**config.mk**
```make
export PLATFORM = sky130hd
export DESIGN_NAME = riff_wav_chunk_parser_core_flat
export DESIGN_NICKNAME = d
export VERILOG_FILES = /design/src/rwcp_pkg.sv /design/src/rwcp_in_if.sv /design/src/rwcp_out_if.sv /design/src/riff_wav_chunk_parser_core.sv /design/src/rwcp_front.sv /design/src/rwcp_queue.sv /design/src/rwcp_back.sv /design/src/flat_wrapper.sv
export SDC_FILE = /design/constraint.sdc
export NUM_CORES = 1
export LEC_CHECK = 0
export BUFFER_PORTS_ARGS = -buffer_cell sky130_fd_sc_hd__buf_4
export CORE_MARGIN = 3
export CORE_UTILIZATION = 39
export DETAILED_ROUTE_END_ITERATION = 8
export GPL_ROUTABILITY_DRIVEN = 0
export SLEW_MARGIN = 20
export SYNTH_ARGS = -nofsm -noshare
export SYNTH_HDL_FRONTEND = slang
export SYNTH_SLANG_ARGS = --single-unit
```
**constraint.sdc**
```tcl
create_clock -name clk -period 5.17 [get_ports clk]
set_clock_uncertainty 0.05 [all_clocks]
set_input_delay 0 -clock clk [delete_from_list [all_inputs] [get_ports clk]]
set_output_delay 0 -clock clk [all_outputs]
set_load 0.02 [all_outputs]
```
**src/rwcp_pkg.sv**
```systemverilog
package rwcp_pkg;

	localparam int QUEUE_DEPTH = 4;

	localparam logic [2:0] ST_OK         = 3'd0;
	localparam logic [2:0] ST_SHORT_HDR  = 3'd1;
	localparam logic [2:0] ST_NOT_RIFF   = 3'd2;
	localparam logic [2:0] ST_SHORT_FMT  = 3'd3;
	localparam logic [2:0] ST_SHORT_DATA = 3'd4;
	localparam logic [2:0] ST_MISSING    = 3'd5;
	localparam logic [2:0] ST_NOT_PCM    = 3'd6;
	localparam logic [2:0] ST_LAYOUT     = 3'd7;

	localparam logic KIND_AUDIO  = 1'b0;
	localparam logic KIND_STATUS = 1'b1;

	localparam logic [1:0] SF_MONO8    = 2'd0;
	localparam logic [1:0] SF_MONO16   = 2'd1;
	localparam logic [1:0] SF_STEREO8  = 2'd2;
	localparam logic [1:0] SF_STEREO16 = 2'd3;

	typedef struct packed {
		logic [7:0] file_byte;
		logic       end_of_file;
	} in_item_t;

	typedef struct packed {
		logic        item_kind;
		logic [7:0]  audio_byte;
		logic        new_data;
		logic [2:0]  status;
		logic [1:0]  sample_format;
		logic [31:0] sample_rate;
		logic        last;
	} out_item_t;

	// One parsed input byte: an optional audio byte followed by an optional status.
	typedef struct packed {
		logic        has_audio;
		logic [7:0]  audio_byte;
		logic        new_data;
		logic        has_status;
		logic [2:0]  status;
		logic [1:0]  sample_format;
		logic [31:0] sample_rate;
	} entry_t;

endpackage

```
**src/rwcp_in_if.sv**
```systemverilog
interface rwcp_in_if;
	logic               valid;
	logic               ready;
	rwcp_pkg::in_item_t data;

	modport source (output valid, output data, input ready);
	modport sink (input valid, input data, output ready);
endinterface

```
**src/rwcp_out_if.sv**
```systemverilog
interface rwcp_out_if;
	logic                valid;
	logic                ready;
	rwcp_pkg::out_item_t data;

	modport source (output valid, output data, input ready);
	modport sink (input valid, input data, output ready);
endinterface

```
**src/riff_wav_chunk_parser_core.sv**
```systemverilog
// RIFF/WAVE header parser with streamed audio bytes.
// The in channel takes one file byte per item, with end_of_file set on the
// last byte of each file. The out channel returns audio items (item_kind 0),
// one per data-chunk byte, and exactly one status item (item_kind 1, last 1)
// per file carrying the status code, the sample format and the sample rate.
// A nonzero status invalidates audio already delivered for that file.
// Throughput is one input byte per cycle while the queue is not full. The
// front parser updates its counters and tag compares for each accepted byte;
// the output side drains one item per cycle while the receiver is ready, so
// the byte that yields both an audio item and the status is drained as two
// items, the extra one absorbed by the entry queue. An accepted byte's item
// passes through the queue and then the output register to the out channel.
// Reset clears the parser to expect a new RIFF header and empties the queue
// and the output register. When the receiver stalls, the output register
// holds its item, the queue fills, and in.ready drops once QUEUE_DEPTH
// entries are waiting.
module riff_wav_chunk_parser_core #(
	parameter int QUEUE_DEPTH = rwcp_pkg::QUEUE_DEPTH
) (
	input  logic        clk,
	input  logic        arst_n,
	rwcp_in_if.sink     in,
	rwcp_out_if.source  out
);

	logic             q_full;
	logic             q_push;
	rwcp_pkg::entry_t q_entry;
	logic             q_pop;
	logic             head_valid;
	rwcp_pkg::entry_t head_entry;

	rwcp_front u_front (
		.clk     (clk),
		.arst_n  (arst_n),
		.in      (in),
		.q_full  (q_full),
		.q_push  (q_push),
		.q_entry (q_entry)
	);

	rwcp_queue #(
		.DEPTH (QUEUE_DEPTH)
	) u_queue (
		.clk        (clk),
		.arst_n     (arst_n),
		.push       (q_push),
		.push_entry (q_entry),
		.full       (q_full),
		.pop        (q_pop),
		.head_valid (head_valid),
		.head_entry (head_entry)
	);

	rwcp_back u_back (
		.clk        (clk),
		.arst_n     (arst_n),
		.head_valid (head_valid),
		.head_entry (head_entry),
		.pop        (q_pop),
		.out        (out)
	);

endmodule

```
**src/rwcp_front.sv**
```systemverilog
module rwcp_front (
	input  logic             clk,
	input  logic             arst_n,
	rwcp_in_if.sink          in,
	input  logic             q_full,
	output logic             q_push,
	output rwcp_pkg::entry_t q_entry
);

	typedef enum logic [10:0] {
		PH_HEADER    = 11'b00000000001,
		PH_CID       = 11'b00000000010,
		PH_CSZ_FMT   = 11'b00000000100,
		PH_CSZ_DATA  = 11'b00000001000,
		PH_CSZ_OTHER = 11'b00000010000,
		PH_FMT_BODY  = 11'b00000100000,
		PH_FMT_SKIP  = 11'b00001000000,
		PH_DATA_BODY = 11'b00010000000,
		PH_SKIP      = 11'b00100000000,
		PH_PAD       = 11'b01000000000,
		PH_DONE      = 11'b10000000000
	} phase_t;

	localparam logic [31:0] TAG_RIFF = 32'h46464952;
	localparam logic [31:0] TAG_WAVE = 32'h45564157;
	localparam logic [31:0] TAG_FMT  = 32'h20746D66;
	localparam logic [31:0] TAG_DATA = 32'h61746164;
	localparam logic [31:0] FMT_BODY_LEN = 32'd16;

	phase_t      phase_q, phase_d;
	logic [31:0] pos_q, pos_d;
	logic [31:0] tag_q, tag_d;
	logic [31:0] len_q, len_d;
	logic [15:0] afmt_q, afmt_d;
	logic [15:0] chans_q, chans_d;
	logic [31:0] rate_q, rate_d;
	logic [15:0] bits_q, bits_d;
	logic        fmt_seen_q, fmt_seen_d;
	logic        data_seen_q, data_seen_d;

	logic        accept;
	logic [7:0]  b;
	logic [31:0] tag_sh;
	logic [31:0] pos_inc;
	logic [31:0] len_v;
	logic        chunk_end;
	logic        req_final;
	logic        emit_audio;
	logic        emit_status;
	logic        new_data;
	logic [2:0]  st_code;
	logic [1:0]  sf_v;
	logic [31:0] rate_out;

	assign in.ready = !q_full;
	assign accept   = in.valid && in.ready;
	assign b        = in.data.file_byte;
	assign tag_sh   = {b, tag_q[31:8]};
	assign pos_inc  = pos_q + 32'd1;

	always_comb begin
		phase_d     = phase_q;
		pos_d       = pos_q;
		tag_d       = tag_q;
		len_d       = len_q;
		afmt_d      = afmt_q;
		chans_d     = chans_q;
		rate_d      = rate_q;
		bits_d      = bits_q;
		fmt_seen_d  = fmt_seen_q;
		data_seen_d = data_seen_q;
		len_v       = len_q;
		chunk_end   = 1'b0;
		req_final   = 1'b0;
		emit_audio  = 1'b0;
		emit_status = 1'b0;
		new_data    = 1'b0;
		st_code     = rwcp_pkg::ST_OK;
		sf_v        = rwcp_pkg::SF_MONO8;
		rate_out    = 32'd0;

		case (phase_q)
			PH_HEADER: begin
				tag_d = tag_sh;
				pos_d = pos_inc;
				if (pos_inc == 32'd4) begin
					len_d = (tag_sh == TAG_RIFF) ? 32'd1 : 32'd0;
				end
				if (pos_inc == 32'd12) begin
					pos_d = 32'd0;
					if (len_q == 32'd1 && tag_sh == TAG_WAVE) begin
						phase_d = PH_CID;
					end else begin
						emit_status = 1'b1;
						st_code     = rwcp_pkg::ST_NOT_RIFF;
						phase_d     = PH_DONE;
					end
				end
			end
			PH_CID: begin
				tag_d = tag_sh;
				pos_d = pos_inc;
				if (pos_inc == 32'd4) begin
					pos_d = 32'd0;
					if (tag_sh == TAG_FMT) begin
						phase_d = PH_CSZ_FMT;
					end else if (tag_sh == TAG_DATA) begin
						phase_d = PH_CSZ_DATA;
					end else begin
						phase_d = PH_CSZ_OTHER;
					end
				end
			end
			PH_CSZ_FMT, PH_CSZ_DATA, PH_CSZ_OTHER: begin
				tag_d = tag_sh;
				pos_d = pos_inc;
				if (pos_inc == 32'd4) begin
					pos_d = 32'd0;
					len_d = tag_sh;
					len_v = tag_sh;
					if (phase_q == PH_CSZ_FMT) begin
						phase_d = PH_FMT_BODY;
					end else if (phase_q == PH_CSZ_DATA) begin
						if (tag_sh == 32'd0) begin
							data_seen_d = 1'b1;
							chunk_end   = 1'b1;
						end else begin
							phase_d = PH_DATA_BODY;
						end
					end else begin
						if (tag_sh == 32'd0) begin
							chunk_end = 1'b1;
						end else begin
							phase_d = PH_SKIP;
						end
					end
				end
			end
			PH_FMT_BODY: begin
				// The position stays below 16 in this phase.
				case (pos_q[3:0])
					4'd0:    afmt_d  = {8'h00, b};
					4'd1:    afmt_d  = {b, afmt_q[7:0]};
					4'd2:    chans_d = {8'h00, b};
					4'd3:    chans_d = {b, chans_q[7:0]};
					4'd4:    rate_d  = {24'h000000, b};
					4'd5:    rate_d  = {rate_q[31:16], b, rate_q[7:0]};
					4'd6:    rate_d  = {rate_q[31:24], b, rate_q[15:0]};
					4'd7:    rate_d  = {b, rate_q[23:0]};
					4'd14:   bits_d  = {8'h00, b};
					4'd15:   bits_d  = {b, bits_q[7:0]};
					default: ;
				endcase
				pos_d = pos_inc;
				if (pos_inc == FMT_BODY_LEN) begin
					fmt_seen_d = 1'b1;
					pos_d      = 32'd0;
					if (data_seen_q) begin
						req_final = 1'b1;
					end else if (len_q > FMT_BODY_LEN) begin
						phase_d = PH_FMT_SKIP;
					end else begin
						chunk_end = 1'b1;
					end
				end
			end
			PH_FMT_SKIP: begin
				pos_d = pos_inc;
				if (pos_inc == len_q - FMT_BODY_LEN) begin
					chunk_end = 1'b1;
				end
			end
			PH_DATA_BODY: begin
				emit_audio = 1'b1;
				new_data   = (pos_q == 32'd0);
				pos_d      = pos_inc;
				if (pos_inc == len_q) begin
					data_seen_d = 1'b1;
					chunk_end   = 1'b1;
				end
			end
			PH_SKIP: begin
				pos_d = pos_inc;
				if (pos_inc == len_q) begin
					chunk_end = 1'b1;
				end
			end
			PH_PAD: begin
				phase_d = PH_CID;
				pos_d   = 32'd0;
			end
			default: ;
		endcase

		// A finished chunk body either completes the parse or leads to pad or next id.
		if (chunk_end) begin
			pos_d = 32'd0;
			if (fmt_seen_d && data_seen_d) begin
				req_final = 1'b1;
			end else begin
				phase_d = len_v[0] ? PH_PAD : PH_CID;
			end
		end

		if (req_final) begin
			emit_status = 1'b1;
			phase_d     = PH_DONE;
			if (afmt_d != 16'd1) begin
				st_code = rwcp_pkg::ST_NOT_PCM;
			end else if (chans_d == 16'd1 && bits_d == 16'd8) begin
				sf_v     = rwcp_pkg::SF_MONO8;
				rate_out = rate_d;
			end else if (chans_d == 16'd1 && bits_d == 16'd16) begin
				sf_v     = rwcp_pkg::SF_MONO16;
				rate_out = rate_d;
			end else if (chans_d == 16'd2 && bits_d == 16'd8) begin
				sf_v     = rwcp_pkg::SF_STEREO8;
				rate_out = rate_d;
			end else if (chans_d == 16'd2 && bits_d == 16'd16) begin
				sf_v     = rwcp_pkg::SF_STEREO16;
				rate_out = rate_d;
			end else begin
				st_code = rwcp_pkg::ST_LAYOUT;
			end
		end

		if (in.data.end_of_file) begin
			if (phase_d != PH_DONE) begin
				emit_status = 1'b1;
				if (phase_d == PH_HEADER) begin
					st_code = rwcp_pkg::ST_SHORT_HDR;
				end else if (phase_d == PH_FMT_BODY) begin
					st_code = rwcp_pkg::ST_SHORT_FMT;
				end else if (phase_d == PH_DATA_BODY) begin
					st_code = rwcp_pkg::ST_SHORT_DATA;
				end else begin
					st_code = rwcp_pkg::ST_MISSING;
				end
			end
			phase_d     = PH_HEADER;
			pos_d       = 32'd0;
			tag_d       = 32'd0;
			len_d       = 32'd0;
			afmt_d      = 16'd0;
			chans_d     = 16'd0;
			rate_d      = 32'd0;
			bits_d      = 16'd0;
			fmt_seen_d  = 1'b0;
			data_seen_d = 1'b0;
		end
	end

	assign q_push                = accept && (emit_audio || emit_status);
	assign q_entry.has_audio     = emit_audio;
	assign q_entry.audio_byte    = b;
	assign q_entry.new_data      = new_data;
	assign q_entry.has_status    = emit_status;
	assign q_entry.status        = st_code;
	assign q_entry.sample_format = sf_v;
	assign q_entry.sample_rate   = rate_out;

	always_ff @(posedge clk or negedge arst_n) begin
		if (!arst_n) begin
			phase_q     <= PH_HEADER;
			pos_q       <= 32'd0;
			tag_q       <= 32'd0;
			len_q       <= 32'd0;
			afmt_q      <= 16'd0;
			chans_q     <= 16'd0;
			rate_q      <= 32'd0;
			bits_q      <= 16'd0;
			fmt_seen_q  <= 1'b0;
			data_seen_q <= 1'b0;
		end else if (accept) begin
			phase_q     <= phase_d;
			pos_q       <= pos_d;
			tag_q       <= tag_d;
			len_q       <= len_d;
			afmt_q      <= afmt_d;
			chans_q     <= chans_d;
			rate_q      <= rate_d;
			bits_q      <= bits_d;
			fmt_seen_q  <= fmt_seen_d;
			data_seen_q <= data_seen_d;
		end
	end

endmodule

```
**src/rwcp_queue.sv**
```systemverilog
module rwcp_queue #(
	parameter int DEPTH = rwcp_pkg::QUEUE_DEPTH
) (
	input  logic             clk,
	input  logic             arst_n,
	input  logic             push,
	input  rwcp_pkg::entry_t push_entry,
	output logic             full,
	input  logic             pop,
	output logic             head_valid,
	output rwcp_pkg::entry_t head_entry
);

	localparam int PTR_W = (DEPTH > 1) ? $clog2(DEPTH) : 1;
	localparam int CNT_W = $clog2(DEPTH + 1);
	localparam logic [PTR_W-1:0] LAST_PTR = PTR_W'(DEPTH - 1);
	localparam logic [CNT_W-1:0] FULL_CNT = CNT_W'(DEPTH);

	rwcp_pkg::entry_t   mem_q [DEPTH];
	logic [PTR_W-1:0]   wr_ptr_q;
	logic [PTR_W-1:0]   rd_ptr_q;
	logic [CNT_W-1:0]   count_q;

	assign full       = (count_q == FULL_CNT);
	assign head_valid = (count_q != '0);
	assign head_entry = mem_q[rd_ptr_q];

	always_ff @(posedge clk) begin
		if (push) begin
			mem_q[wr_ptr_q] <= push_entry;
		end
	end

	always_ff @(posedge clk or negedge arst_n) begin
		if (!arst_n) begin
			wr_ptr_q <= '0;
			rd_ptr_q <= '0;
			count_q  <= '0;
		end else begin
			if (push) begin
				wr_ptr_q <= (wr_ptr_q == LAST_PTR) ? '0 : wr_ptr_q + 1'b1;
			end
			if (pop) begin
				rd_ptr_q <= (rd_ptr_q == LAST_PTR) ? '0 : rd_ptr_q + 1'b1;
			end
			if (push && !pop) begin
				count_q <= count_q + 1'b1;
			end else if (pop && !push) begin
				count_q <= count_q - 1'b1;
			end
		end
	end

	a_count_bound: assert property (@(posedge clk) disable iff (!arst_n)
		count_q <= FULL_CNT)
		else $error("queue count beyond depth");

	a_no_pop_empty: assert property (@(posedge clk) disable iff (!arst_n)
		pop |-> head_valid)
		else $error("queue popped while empty");

	a_push_grows: assert property (@(posedge clk) disable iff (!arst_n)
		(push && !pop && !full) |=> (count_q == $past(count_q) + 1'b1))
		else $error("queue count did not grow on push");

endmodule

```
**src/rwcp_back.sv**
```systemverilog
module rwcp_back (
	input  logic             clk,
	input  logic             arst_n,
	input  logic             head_valid,
	input  rwcp_pkg::entry_t head_entry,
	output logic             pop,
	rwcp_out_if.source       out
);

	logic                out_valid_q;
	rwcp_pkg::out_item_t out_q;
	logic                audio_done_q;

	logic                load;
	logic                take_audio;
	rwcp_pkg::out_item_t item;

	assign load       = !out_valid_q || out.ready;
	assign take_audio = head_valid && head_entry.has_audio && !audio_done_q;
	// An entry with an audio byte and a status stays at the head until its status loads.
	assign pop        = load && head_valid && !(take_audio && head_entry.has_status);

	always_comb begin
		if (take_audio) begin
			item.item_kind     = rwcp_pkg::KIND_AUDIO;
			item.audio_byte    = head_entry.audio_byte;
			item.new_data      = head_entry.new_data;
			item.status        = rwcp_pkg::ST_OK;
			item.sample_format = rwcp_pkg::SF_MONO8;
			item.sample_rate   = 32'd0;
			item.last          = 1'b0;
		end else begin
			item.item_kind     = rwcp_pkg::KIND_STATUS;
			item.audio_byte    = 8'd0;
			item.new_data      = 1'b0;
			item.status        = head_entry.status;
			item.sample_format = head_entry.sample_format;
			item.sample_rate   = head_entry.sample_rate;
			item.last          = 1'b1;
		end
	end

	always_ff @(posedge clk) begin
		if (load) begin
			out_q <= item;
		end
	end

	always_ff @(posedge clk or negedge arst_n) begin
		if (!arst_n) begin
			out_valid_q  <= 1'b0;
			audio_done_q <= 1'b0;
		end else if (load) begin
			out_valid_q <= head_valid;
			if (head_valid) begin
				audio_done_q <= take_audio && head_entry.has_status;
			end
		end
	end

	assign out.valid = out_valid_q;
	assign out.data  = out_q;

	a_done_has_head: assert property (@(posedge clk) disable iff (!arst_n)
		audio_done_q |-> head_valid)
		else $error("audio marked sent with no entry at the head");

	a_done_pair: assert property (@(posedge clk) disable iff (!arst_n)
		audio_done_q |-> (head_entry.has_audio && head_entry.has_status))
		else $error("audio marked sent for an entry without a status");

	a_pair_pop: assert property (@(posedge clk) disable iff (!arst_n)
		(pop && head_entry.has_audio && head_entry.has_status) |-> audio_done_q)
		else $error("entry popped before its audio byte was sent");

endmodule
```
**src/flat_wrapper.sv**
```systemverilog
// flat-port wrapper written by rule: the top's interface ports become plain ports
module riff_wav_chunk_parser_core_flat 
#(
	parameter int QUEUE_DEPTH = rwcp_pkg::QUEUE_DEPTH
)
  (clk, arst_n, in_valid, in_data, in_ready, out_valid, out_data, out_ready);
  rwcp_in_if in_i ();
  rwcp_out_if out_i ();
  input  logic clk;
  input  logic arst_n;
  input wire logic [$bits(in_i.valid)-1:0] in_valid;
  input wire logic [$bits(in_i.data)-1:0] in_data;
  output wire logic [$bits(in_i.ready)-1:0] in_ready;
  output wire logic [$bits(out_i.valid)-1:0] out_valid;
  output wire logic [$bits(out_i.data)-1:0] out_data;
  input wire logic [$bits(out_i.ready)-1:0] out_ready;
  assign in_i.valid = in_valid;
  assign in_i.data = in_data;
  assign in_ready = in_i.ready;
  assign out_valid = out_i.valid;
  assign out_data = out_i.data;
  assign out_i.ready = out_ready;
  riff_wav_chunk_parser_core #(.QUEUE_DEPTH(QUEUE_DEPTH)) u_core (.clk(clk), .arst_n(arst_n), .in(in_i), .out(out_i));
endmodule
```
==> metrics.txt <==
status complete, no violations; most frequent cell on the critical path o22ai_2; fin worst setup slack 0.150 ns; vias in the first global route 17.0k; final hold viol count 0; Pwr Density 394 mW/mm^2; Area growth, synth to finish 16.1%; Period minus WS final 5.02 ns; ANT nets after route 0; Crit Path Max Fanout 13; Final Util 0.459; die area 0.0604 sq mm; nets 2226; Cell Area, Synth 0.0224 sq mm; worst slew pin tran 1.07 ns; num ports 63; # H-tree levels 2; Core Footprint 0.0566 sq mm; Mean Syn Cell Area 10.7 sq um; clk root buf clkbuf_16; final worst-path cycle share 0.971; Synthesized Nets 2119; Worst path top cell family by delay simple AND/OR/NAND/NOR gates; CP Data Arrival Time 5.44 ns; Crit Path Category reg -> reg; RSZ-0062 raised after global routing yes; DP Wirelength 43.0 mm; Syn Inst Count 2092; clock power share 0.311; DRT iter0 DRCs 1816; routed vias/inst 5.80; register area share after synthesis 0.533; DIE WIDTH 246 microns; clock sinks 429; CP Data Required Time 5.58 ns; CP peak stage delay 0.69 ns; Fin Hold WS 0.0173 ns; FMAX 199 MHz; Buf+Inv Stages, Crit Path 3; Max-Cap Viols 0; row cnt 87; Sw Ratio 0.308; FF+latch count, synth 429; internal power 7.08 mW; NetSw 3.15 mW; Via Count 17.3k; ys async rst share 0.443; Pleak 9.52 nW; drt drc 0; Setup crit end kind flop; clock input transition at the sequential cells of the worst setup and hold paths 0.06 ns; largest net degree at the start of global routing 99; crit path max-delay cell type or4_4; Setup WS pre-CTS 0.232 ns; Starting Density 0.396; min-delay worst type in -> async; share of cells above drive strength 1 0.176; R2R Setup Slk 0.15 ns; maximum clock path buffer count 3; routed len/inst 20.8 microns; drt pass-1 iters 6; TNS Setup 0 ns; Max Slew Vio Count 0; Total GRT Usage 0.206; crit start category flop; Main synth FF type edfxtp_1; CTS buffer count 46; port bufs 62; Critical Path, Cell by Cell nand4_4 > or4_4 > nor4_2 > a211oi_1 > or4_1 > buf_12 > nor4_1 > buf_4 > o22ai_2 > o22ai_1 > a211oi_2 > a2111oi_2 > o22ai_2 > ha_1 > inv_1 > fa_1 > mux2_2; # setup viols final 0; Worst-Skew Late Latency 0.59 ns; relative slew slack 0.279; grt total ovfl 0; combinational fraction of design power 0.254; Die H 246 microns; CTS tree built; Flop pwr share 0.435; first-pass GRT wire length 97.8 mm; Ys Warns 0; Worst IR Drop VDD 0.000350 V; count of different cell masters after synthesis 94; Post-synth EDFFs 239; initial antenna violation count 1; final wirelength 62.3 mm; n_diodes 0
registers in the layout (all words and copies together), names as in the netlist, 11 cells and up:
name and flops:
u_core.u_front.len_q 32, u_core.u_front.rate_q 32, u_core.u_front.chans_q 16, u_core.u_queue.mem_q 192, u_core.u_front.tag_q 24, u_core.u_front.bits_q 16, u_core.u_front.phase_q 11, u_core.u_front.afmt_q 16
u_core.u_back.out.data 47, u_core.u_front.pos_q 32
power by group through the flow:
stage,clock network [mW],registers [mW],logic [mW]
after floorplan,0,4.67,1.51
after global placement,0,4.50,2.60
after detailed placement,0,4.52,2.62
after CTS,3.26,4.45,2.64
after global routing,3.40,4.50,2.85
final,3.18,4.45,2.60
worst register-to-register path, cell delays in order, from the launching register on:
cell and delay [ns]:
dfrtp_1 0.45, nand4_4 0.20, or4_4 0.69, nor4_2 0.29, a211oi_1 0.10, or4_1 0.51
buf_12 0.19, nor4_1 0.30, buf_4 0.16, o22ai_2 0.09, o22ai_1 0.21, a211oi_2 0.11
a2111oi_2 0.40, o22ai_2 0.16, ha_1 0.23, inv_1 0.07, fa_1 0.40, mux2_2 0.27
final cells by class:
type | count | area, sq um
clock buffer | 53 | 1190
clock inverter | 30 | 268
fill | 5183 | 30600
inverter | 24 | 90.1
multi-input combinational | 1475 | 9780
sequential | 429 | 11900
tap | 756 | 946
timing repair buffer | 223 | 1800
final timing paths:
check / from / to / cells after the start
setup / recovery: u_core.u_front.pos_q[10] / u_core.u_queue.count_q[1] / 17
hold / removal: arst_n / u_core.u_front.tag_q[24] / 2
setup reg to reg: u_core.u_front.pos_q[10] / u_core.u_queue.count_q[1] / 17
hold reg to reg: u_core.u_front.rate_q[24] / u_core.u_front.rate_q[24] / 2
max in group asynchronous: arst_n / u_core.u_front.tag_q[22] / 3
min in group clk: in_valid / u_core.u_front.phase_q[6] / 4
per-stage QoR:
step | cell area, sq um | instances | power (mW)
final | 26000 | 2990 | 10.2
after global placement | 24400 | 2895 | 7.10
after floorplan | 22400 | 2092 | 6.18
after detailed placement | 24400 | 2895 | 7.14
after CTS | 26000 | 2989 | 10.3
after global routing | 26000 | 2990 | 10.8
cells in the mapped netlist, drive strengths merged (24+ instances only):
cell    number  area (sq um)
nand4       41           293
nand2b      39           244
and2        29           181
inv         24          90.1
nor3        43           231
nor2b       50           313
nor2       125           477
dfrtp      189          4730
a21oi       36           180
nand3       46           230
xnor2       53           464
a22oi      107           803
or4         24           188
o21ai      214          1070
clkbuf     142           533
mux4        47          1060
edfxtp     239          7180
nand2      282          1060
nor4        58           454
cells by family after synthesis:
| group | share of synthesized area |
|---|---|
| mux | 0.0516 |
| simple gates | 0.198 |
| fa+ha+maj | 0.00815 |
| buf+inv | 0.0338 |
| xor+xnor | 0.0377 |
| flops | 0.533 |
| compound gates | 0.138 |
cells in the final DEF (no fill, tap or decap), drive strengths merged, types with 46 or more instances in the layout:
cell	count
nand2	282
edfxtp	239
o21ai	214
buf	211
dfrtp	189
nor2	125
a22oi	107
nor4	58
clkbuf	54
xnor2	53
nor2b	50
mux4	47
nand3	46
what timing repair did:
action | CTS | global route
hold endpoints to repair | 193 | 0
endpoints found under the setup margin | 0 | 2
hold buffers | 11 | 0
setup buffers | 0 | 0
resized for setup | 0 | 4
routing by layer:
metal | track usage | vias to the layer above | wire length [microns]
li1 | - | 7987 | -
met1 | 0.282 | 8495 | 27100
met2 | 0.333 | 706 | 29100
met3 | 0.0370 | 156 | 4210
met4 | 0.0650 | 2 | 1940
met5 | 0 | - | 13
Power figures use the tool's default switching activity.
